## config.mk

```make
export PLATFORM = sky130hd
export DESIGN_NAME = bit_slice_alu_16bit_flat
export DESIGN_NICKNAME = d
export VERILOG_FILES = /design/src/rtl/core/bsa_pkg.sv /design/src/rtl/core/bsa_if.sv /design/src/rtl/core/bit_slice_alu_16bit.sv /design/src/rtl/core/bsa_regfile.sv /design/src/rtl/core/bsa_alu.sv /design/src/flat_wrapper.sv
export SDC_FILE = /design/constraint.sdc
export NUM_CORES = 1
export LEC_CHECK = 0
export ABC_AREA = 0
export BUFFER_PORTS_ARGS = -buffer_cell sky130_fd_sc_hd__buf_2
export CORE_MARGIN = 5
export CORE_UTILIZATION = 35
export CTS_CLUSTER_SIZE = 14
export DETAILED_ROUTE_END_ITERATION = 12
export PLACE_DENSITY = 0.62
export SKIP_CTS_REPAIR_TIMING = 1
export SLEW_MARGIN = 10
export SYNTH_ARGS = -nofsm -noshare
export SYNTH_HDL_FRONTEND = slang
export SYNTH_HIERARCHICAL = 1
export SYNTH_SLANG_ARGS = --single-unit
```

## constraint.sdc

```tcl
create_clock -name i_clk -period 11.18 [get_ports i_clk]
set_clock_uncertainty 0.1 [all_clocks]
set_input_delay 0.559 -clock i_clk [delete_from_list [all_inputs] [get_ports i_clk]]
set_output_delay 0.559 -clock i_clk [all_outputs]
set_load 0.02 [all_outputs]
```

## src/rtl/core/bsa_pkg.sv

```systemverilog
// bsa_pkg: shared types, widths and opcode constants for the bit-slice alu
// no dependencies

package bsa_pkg;

    localparam int DATA_WIDTH = 16;
    localparam int RF_DEPTH   = 16;
    localparam int RF_AW      = $clog2(RF_DEPTH);

    typedef logic [DATA_WIDTH-1:0] t_word;
    typedef logic [RF_AW-1:0]      t_raddr;

    // alu function, opcode bits 5..3
    localparam logic [2:0] FN_ADD   = 3'd0;
    localparam logic [2:0] FN_SUBR  = 3'd1;
    localparam logic [2:0] FN_SUBS  = 3'd2;
    localparam logic [2:0] FN_OR    = 3'd3;
    localparam logic [2:0] FN_AND   = 3'd4;
    localparam logic [2:0] FN_NOTRS = 3'd5;
    localparam logic [2:0] FN_EXOR  = 3'd6;
    localparam logic [2:0] FN_EXNOR = 3'd7;

    // operand pair (r, s), opcode bits 2..0
    localparam logic [2:0] SRC_AQ = 3'd0;
    localparam logic [2:0] SRC_AB = 3'd1;
    localparam logic [2:0] SRC_ZQ = 3'd2;
    localparam logic [2:0] SRC_ZB = 3'd3;
    localparam logic [2:0] SRC_ZA = 3'd4;
    localparam logic [2:0] SRC_DA = 3'd5;
    localparam logic [2:0] SRC_DQ = 3'd6;
    localparam logic [2:0] SRC_DZ = 3'd7;

    // destination control
    localparam logic [2:0] DST_QREG  = 3'd0;
    localparam logic [2:0] DST_NOP   = 3'd1;
    localparam logic [2:0] DST_RAMA  = 3'd2;
    localparam logic [2:0] DST_RAMF  = 3'd3;
    localparam logic [2:0] DST_RAMQD = 3'd4;
    localparam logic [2:0] DST_RAMD  = 3'd5;
    localparam logic [2:0] DST_RAMQU = 3'd6;
    localparam logic [2:0] DST_RAMU  = 3'd7;

    typedef struct packed {
        logic [5:0]  opcode;
        logic [2:0]  destination;
        t_raddr      addr_a;
        t_raddr      addr_b;
        logic        carry_in;
        logic [15:0] direct_data;
    } t_in_item;

    typedef struct packed {
        logic [15:0] alu_result;
        logic [15:0] y_out;
    } t_out_item;

    // writeback controls from the alu to the register file and q
    typedef struct packed {
        logic   rf_we;
        t_word  rf_wdata;
        logic   q_we;
        t_word  q_wdata;
    } t_wb;

endpackage

```

## src/rtl/core/bsa_if.sv

```systemverilog
// bsa_if: valid/ready channel interfaces for command and result beats
// depends on bsa_pkg

interface bsa_in_if;
    import bsa_pkg::*;

    logic     valid;
    logic     ready;
    t_in_item data;

    modport source (output valid, output data, input ready);
    modport sink   (input valid, input data, output ready);
endinterface

interface bsa_out_if;
    import bsa_pkg::*;

    logic      valid;
    logic      ready;
    t_out_item data;

    modport source (output valid, output data, input ready);
    modport sink   (input valid, input data, output ready);
endinterface

```

## src/rtl/core/bit_slice_alu_16bit.sv

```systemverilog
// bit_slice_alu_16bit: one microinstruction per beat on a 16-bit slice datapath
// path: command beat to result beat through the input register, then the result register
// throughput: one beat per cycle while the result side is not stalled; execute and writeback happen in the same cycle,
// so the next command sees the updated register file and q without stalls
// reset: register file and q read as zero right after reset, no clearing pass
// depends on bsa_pkg, bsa_if, bsa_regfile, bsa_alu

module bit_slice_alu_16bit (
    input  logic      i_clk,
    input  logic      i_rst_n,
    bsa_in_if.sink    i_cmd,
    bsa_out_if.source o_res
);
    import bsa_pkg::*;

    logic      r_in_vld;
    logic      n_in_vld;
    t_in_item  r_in;
    logic      r_out_vld;
    logic      n_out_vld;
    t_out_item r_out;
    t_word     r_q;
    logic      accept;
    logic      fire;
    t_word     rf_a;
    t_word     rf_b;
    t_word     f;
    t_word     y;
    t_wb       wb;

    assign fire   = r_in_vld && (!r_out_vld || o_res.ready);
    assign accept = i_cmd.valid && i_cmd.ready;

    assign i_cmd.ready = !r_in_vld || fire;
    assign n_in_vld    = accept || (r_in_vld && !fire);
    assign n_out_vld   = fire || (r_out_vld && !o_res.ready);

    bsa_regfile u_rf (
        .i_clk    (i_clk),
        .i_rst_n  (i_rst_n),
        .i_rd_en  (accept),
        .i_addr_a (i_cmd.data.addr_a),
        .i_addr_b (i_cmd.data.addr_b),
        .o_data_a (rf_a),
        .o_data_b (rf_b),
        .i_we     (fire && wb.rf_we),
        .i_waddr  (r_in.addr_b),
        .i_wdata  (wb.rf_wdata)
    );

    bsa_alu u_alu (
        .i_item (r_in),
        .i_a    (rf_a),
        .i_b    (rf_b),
        .i_q    (r_q),
        .o_f    (f),
        .o_y    (y),
        .o_wb   (wb)
    );

    always_ff @(posedge i_clk) begin
        if (!i_rst_n) begin
            r_in_vld  <= 1'b0;
            r_out_vld <= 1'b0;
            r_q       <= '0;
        end else begin
            r_in_vld  <= n_in_vld;
            r_out_vld <= n_out_vld;
            if (fire && wb.q_we) begin
                r_q <= wb.q_wdata;
            end
        end
    end

    always_ff @(posedge i_clk) begin
        if (accept) begin
            r_in <= i_cmd.data;
        end
        if (fire) begin
            r_out.alu_result <= 16'(f);
            r_out.y_out      <= 16'(y);
        end
    end

    assign o_res.valid = r_out_vld;
    assign o_res.data  = r_out;

endmodule

```

## src/rtl/core/bsa_regfile.sv

```systemverilog
// bsa_regfile: 16-word register file, two registered read ports, one write port
// depends on bsa_pkg; per-entry valid bits make unwritten words read as zero

module bsa_regfile (
    input  logic           i_clk,
    input  logic           i_rst_n,
    input  logic           i_rd_en,
    input  bsa_pkg::t_raddr i_addr_a,
    input  bsa_pkg::t_raddr i_addr_b,
    output bsa_pkg::t_word o_data_a,
    output bsa_pkg::t_word o_data_b,
    input  logic           i_we,
    input  bsa_pkg::t_raddr i_waddr,
    input  bsa_pkg::t_word i_wdata
);
    import bsa_pkg::*;

    t_word                mem [RF_DEPTH];
    logic [RF_DEPTH-1:0]  r_vld;
    t_word                r_rd_a;
    t_word                r_rd_b;
    logic                 r_vld_a;
    logic                 r_vld_b;
    logic                 r_hit_a;
    logic                 r_hit_b;
    t_word                r_byp;

    always_ff @(posedge i_clk) begin
        if (i_we) begin
            mem[i_waddr] <= i_wdata;
        end
        if (i_rd_en) begin
            r_rd_a <= mem[i_addr_a];
            r_rd_b <= mem[i_addr_b];
            r_byp  <= i_wdata;
        end
    end

    always_ff @(posedge i_clk) begin
        if (!i_rst_n) begin
            r_vld   <= '0;
            r_vld_a <= 1'b0;
            r_vld_b <= 1'b0;
            r_hit_a <= 1'b0;
            r_hit_b <= 1'b0;
        end else begin
            if (i_we) begin
                r_vld[i_waddr] <= 1'b1;
            end
            if (i_rd_en) begin
                r_vld_a <= r_vld[i_addr_a];
                r_vld_b <= r_vld[i_addr_b];
                // write in the same cycle as the read: forward the new word
                r_hit_a <= i_we && (i_waddr == i_addr_a);
                r_hit_b <= i_we && (i_waddr == i_addr_b);
            end
        end
    end

    assign o_data_a = r_hit_a ? r_byp : (r_vld_a ? r_rd_a : '0);
    assign o_data_b = r_hit_b ? r_byp : (r_vld_b ? r_rd_b : '0);

endmodule

```

## src/rtl/core/bsa_alu.sv

```systemverilog
// bsa_alu: operand select, alu function and destination shift/writeback logic
// depends on bsa_pkg; purely combinational

module bsa_alu (
    input  bsa_pkg::t_in_item i_item,
    input  bsa_pkg::t_word    i_a,
    input  bsa_pkg::t_word    i_b,
    input  bsa_pkg::t_word    i_q,
    output bsa_pkg::t_word    o_f,
    output bsa_pkg::t_word    o_y,
    output bsa_pkg::t_wb      o_wb
);
    import bsa_pkg::*;

    t_word      r_op;
    t_word      s_op;
    t_word      f;
    t_word      cin;
    t_word      d;
    logic [2:0] fn;
    logic [2:0] src;

    assign fn  = i_item.opcode[5:3];
    assign src = i_item.opcode[2:0];
    assign cin = {{(DATA_WIDTH-1){1'b0}}, i_item.carry_in};
    assign d   = t_word'(i_item.direct_data);

    always_comb begin
        unique case (src)
            SRC_AQ:  begin r_op = i_a; s_op = i_q; end
            SRC_AB:  begin r_op = i_a; s_op = i_b; end
            SRC_ZQ:  begin r_op = '0;  s_op = i_q; end
            SRC_ZB:  begin r_op = '0;  s_op = i_b; end
            SRC_ZA:  begin r_op = '0;  s_op = i_a; end
            SRC_DA:  begin r_op = d;   s_op = i_a; end
            SRC_DQ:  begin r_op = d;   s_op = i_q; end
            default: begin r_op = d;   s_op = '0;  end
        endcase
    end

    always_comb begin
        unique case (fn)
            FN_ADD:   f = r_op + s_op + cin;
            FN_SUBR:  f = ~r_op + s_op + cin;
            FN_SUBS:  f = r_op + ~s_op + cin;
            FN_OR:    f = r_op | s_op;
            FN_AND:   f = r_op & s_op;
            FN_NOTRS: f = ~r_op & s_op;
            FN_EXOR:  f = r_op ^ s_op;
            default:  f = ~(r_op ^ s_op);
        endcase
    end

    always_comb begin
        o_y          = f;
        o_wb.rf_we   = 1'b1;
        o_wb.rf_wdata = f;
        o_wb.q_we    = 1'b0;
        o_wb.q_wdata = f;
        unique case (i_item.destination)
            DST_QREG: begin
                o_wb.rf_we = 1'b0;
                o_wb.q_we  = 1'b1;
            end
            DST_NOP: begin
                o_wb.rf_we = 1'b0;
            end
            DST_RAMA: begin
                o_y = i_a;
            end
            DST_RAMF: begin
            end
            DST_RAMQD: begin
                // down shift: ones into the register top, zero into q
                o_wb.rf_wdata = {1'b1, f[DATA_WIDTH-1:1]};
                o_wb.q_we     = 1'b1;
                o_wb.q_wdata  = {1'b0, i_q[DATA_WIDTH-1:1]};
            end
            DST_RAMD: begin
                o_wb.rf_wdata = {1'b1, f[DATA_WIDTH-1:1]};
            end
            DST_RAMQU: begin
                o_wb.rf_wdata = {f[DATA_WIDTH-2:0], 1'b0};
                o_wb.q_we     = 1'b1;
                o_wb.q_wdata  = {i_q[DATA_WIDTH-2:0], 1'b0};
            end
            default: begin
                o_wb.rf_wdata = {f[DATA_WIDTH-2:0], 1'b0};
            end
        endcase
    end

    assign o_f = f;

endmodule

```

## src/flat_wrapper.sv

```systemverilog
// flat-port wrapper written by rule: the top's interface ports become plain ports
module bit_slice_alu_16bit_flat import bsa_pkg::*;
  (i_clk, i_rst_n, i_cmd_valid, i_cmd_data, i_cmd_ready, o_res_valid, o_res_data, o_res_ready);
  bsa_in_if i_cmd_i ();
  bsa_out_if o_res_i ();
  input  logic i_clk;
  input  logic i_rst_n;
  input wire logic [$bits(i_cmd_i.valid)-1:0] i_cmd_valid;
  input wire logic [$bits(i_cmd_i.data)-1:0] i_cmd_data;
  output wire logic [$bits(i_cmd_i.ready)-1:0] i_cmd_ready;
  output wire logic [$bits(o_res_i.valid)-1:0] o_res_valid;
  output wire logic [$bits(o_res_i.data)-1:0] o_res_data;
  input wire logic [$bits(o_res_i.ready)-1:0] o_res_ready;
  assign i_cmd_i.valid = i_cmd_valid;
  assign i_cmd_i.data = i_cmd_data;
  assign i_cmd_ready = i_cmd_i.ready;
  assign o_res_valid = o_res_i.valid;
  assign o_res_data = o_res_i.data;
  assign o_res_i.ready = o_res_ready;
  bit_slice_alu_16bit u_core (.i_clk(i_clk), .i_rst_n(i_rst_n), .i_cmd(i_cmd_i), .o_res(o_res_i));
endmodule
```

* After elaboration in Yosys (flattened, before gate mapping)
Memory sizes are Yosys's and may differ from the RTL's. A register that Yosys moved wholly into a read port is not among the register bits.
Index checks and enable logic that the tools add are counted.
Widths: inputs -> output; s select.
** Operators by class
- Equal/unequal tests :: 20
- Reductions and logical operators :: 29
- Bitwise gates (word level) :: 8
- Multiplexer cells :: 20
- Add/subtract/negate cells :: 6
- Shift operators :: 0
- $mul :: 0
- Divide/modulo/power cells :: 0
- Order comparisons :: 4
** Operators by type and width (count)
- $pmux 16 s7 :: 1
- $pmux 16 s2 :: 3
- $mux 16 :: 5
- $add 16x1->16 :: 3
- $add 16x16->16 :: 3
- $not 16->16 :: 3
- $pmux 16 s3 :: 1
- $and 16x16->16 :: 2
- $or 16x16->16 :: 2
- $eq 3x3->1 const B :: 9
- $eq 3x2->1 const B :: 6
- $xor 16x16->16 :: 1
- $lt 4x5->1 const B :: 3
- $reduce_or 2->1 :: 5
- $eq 3x1->1 const B :: 3
- $logic_and 1x1->1 :: 9
- $logic_not 3->1 :: 3
- $reduce_or 3->1 :: 3
- $bmux 1 s4 :: 2
- $eq 4x4->1 :: 2
- $mux 1 :: 7
- $demux 1 s4 :: 1
- $ge 4x1->1 const B :: 1
- $logic_not 1->1 :: 4
- 2 further kinds :: 5
** Word-level totals
- Bits in writable memories :: 256
- Bits in latches :: 0
- Register bits after elaboration :: 116
- Memories kept :: 1
- Memory bits (read-only) :: 0
** Memories
- u_core.u_rf.mem :: words 16, bits a word 16, read ports 2, clocked after memory_dff 2, wr ports 1, line bsa_regfile.sv:18 : t_word mem [RF_DEPTH];

* Depth between registers and ports, before layout
- Word-level depth :: 8
- Mapped depth :: 22
- Mapped depth without buffers :: 19

* Hierarchy
Netlist, hierarchy kept.
** Modules (own cells, without submodules)
- bsa_regfile :: times used 1, cells each 645, area an instance 14341.3 µm², seq. area each 9529.1 µm²
- bsa_alu :: times used 1, cells each 757, area an instance 5047.3 µm², seq. area each 0.0 µm²
- bit_slice_alu_16bit :: times used 1, cells each 148, area an instance 2747.6 µm², seq. area each 2342.2 µm²

* Worst setup path before layout
OpenSTA, ideal clock, no wires.
- Kind :: reg2reg
- Start point :: reg u_core.u_rf.r_hit_a
- End point :: mem u_core/u_rf/mem[0][11] (netlist bit) (data pin)
- Clock period less this slack :: 5.016 ns
- Buffers on the path :: 3
- Stages on the path, launching flop included :: 18
- Data required time :: 10.772 ns
- Slack :: 6.164 ns
- Arrival time :: 4.608 ns
- Cell sequence :: dfxtp_1 clkbuf_1 nor2b_1 clkbuf_1 a22o_1 a222oi_1 inv_1 ha_1 o21ba_2 or4_1 a21oi_1 nor3_1 o2111a_1 o22ai_1 and3_1 clkbuf_1 nor2_1 a31oi_1
** RTL lines
- start: declaration :: line bsa_regfile.sv:24 : logic r_hit_a;
- start signal: assignment :: line bsa_regfile.sv:54 : r_hit_a <= i_we && (i_waddr == i_addr_a);
- end: declaration :: line bsa_regfile.sv:18

==> reports/results.ini <==
[outcome]
status = completed

[critical_path]
required_ps = 11360
rr_worst_depth = 15
cp_max_fo = 18
crit_arrival_ps = 6290
worstSetupEndpointType = flip-flop
cp-start-kind = flip-flop
crit_type = reg2reg

[die]
std_cell_rows = 92
initial_core_util_pct = 35.09
core-area_mm2 = 0.06274
die_height_um = 260.8
io_pins = 72
fp.dieArea_mm2 = 0.06802
die_x_um = 260.8

[logic_synthesis]
syn_area_mm2 = 0.02202
synth_warnings = 6
syn-num-nets = 1649
syn_inst = 1546
synth.avg_cell_area_um2 = 14.24

[global_routing]
antenna_found_initial = 0
grt_first_pass_wirelength_um = 95850
grt_pass1_vias = 14590
grt_start_max_net_pins = 69
grt_usage_pct = 18.76
grt-ovfl-total = 0

[cells_and_area]
fillCellCount = 5798
multi_input_area_mm2 = 0.009609
regArea_mm2 = 0.01175
area_delta_synth_final_pct = 11.73
fin_nets = 1686
drive_gt1_share_pct = 24.71
final_area_mm2 = 0.02460
diodes = 0

[flow_run]
maxCapViolCount = 0

[place]
port_buffers = 71
dp_hpwl_um = 41880
routabilityCongestion = 0.9133
dpl_cell_area_mm2 = 0.02321

[clock_network]
cts_tree = done
cts-htree-levels = 2
clk_latency_ps = 580
numClockSinks = 404
cts.clk_slew.worst_paths_ps = 60
cts-root-buf = clkbuf_16
numCtsBuffers = 43
clock_path_buffers = 3

[timing]
tightest_slew_ps = 1241
tns_ps = 0
hold_violations = 0
fin_crit_ps = 6106
drv_slew = 0
slew_headroom_pct = 16.20
setup_viol = 0
post-route-period-util_pct = 54.62
fmax_mhz = 163.8
rsz0062_at_grt = no

[drt]
postRouteAntennaNets = 0
drcViolationCount = 0
wl_per_cell_um = 26.39
via_count = 14680
viasPerCell = 5.965
drt-total-wl_um = 64950
first_pass_iters = 5
detail_route.iter0.violations = 1646

[power]
p_leak_nw = 8.326
power_density_mw_per_mm2 = 148.0
peakVddDrop_uv = 99.05

[worst_hold_path]
hp-class = in2reg
min_path_cells = 1

==> worst paths after layout <==
| check | startpoint | endpoint | slack [ps] |
|---|---|---|---|
| setup / recovery | u_core/u_rf/r_hit_a | u_core/u_rf/mem[13][13] | 5070 |
| hold / removal | i_cmd_data[27] | u_core/r_in[27] | 60 |
| hold reg to reg | u_core/r_q[15] | u_core/r_q[15] | 360 |
| setup reg to reg | u_core/u_rf/r_hit_a | u_core/u_rf/mem[13][13] | 5070 |
==> flip-flops by register name (all words and copies together) (netlist names) <==
name	count
u_core/u_rf/r_rd_a	16
u_core/o_res.valid	1
u_core/r_in	30
u_core/u_rf/r_rd_b	16
u_core/u_rf/r_hit_b	1
u_core/o_res.data	32
u_core/u_rf/mem	256
u_core/u_rf/r_hit_a	1
u_core/u_rf/r_vld_b	1
u_core/u_rf/r_vld	16
u_core/r_in_vld	1
u_core/u_rf/r_vld_a	1
u_core/u_rf/r_byp	16
u_core/r_q	16
==> power breakdown <==
part,leakage (nW),internal [mW],switching [mW],total (mW)
sequential,3.72,1.73,0.0260,1.76
combinational,3.94,0.168,0.306,0.473
clock,0.672,0.801,0.605,1.41
==> per-layer routing <==
metal	vias up	global-route usage (%)	share of wire, %
met5	-	0	0
met4	0	5.313	2.8
met3	148	3.570	8.1
met2	691	30.91	48
met1	7562	25.53	41
li1	6278	-	-
==> placed cells by master (no fill, tap or decap), types with 11 or more instances in the layout <==
cell type and count:
a22oi_1 12, nor3_1 21, nand2_1 93, a21oi_1 65, buf_4 33, nor2_1 78, o21a_1 26, inv_1 53
o21ai_0 39, o31ai_1 12, nor2b_1 19, dfxtp_1 38, clkbuf_16 43, edfxtp_1 366, ha_1 59, mux2_2 14
nand2b_1 16, buf_2 69, a221o_1 11, mux2i_1 36, mux4_2 168, a31oi_1 12, a22o_1 50, nand3_1 15
==> cell type report <==
type	count	share of cell area (%)
Clock buffer	54	4.664
Clock inverter	23	0.9105
Inverter	56	0.8545
Multi-Input combinational cell	975	39.06
Sequential cell	404	47.77
Tap cell	846	4.303
Timing Repair Buffer	103	2.431
==> per-stage QoR <==
stage               instances  worst slack [ps]  total power [mW]  hold WS [ps]  util (%)
floorplan                1546              6164             2.102         327.3         -
global placement         2383              5126             2.252         347.9     37.00
detailed placement       2383              4859             2.260         357.3     37.00
CTS                      2460              4773             3.669         29.86     39.19
global route             2461              4698             3.770         37.27     39.21
finish                   2461              5074             3.640         59.54     39.21
==> critical path, stage by stage (launching register included) <==
cell	delay, ps
dfxtp_1	730
nor2b_1	100
buf_4	220
a22o_1	250
a222oi_1	590
inv_1	180
ha_1	630
nand2b_1	190
a21boi_0	280
nand2_1	110
o21ai_0	430
nor3_1	120
nor4_1	500
a2111oi_4	60
a221oi_2	640
a221o_1	670
(Power assumes the default switching activity.)
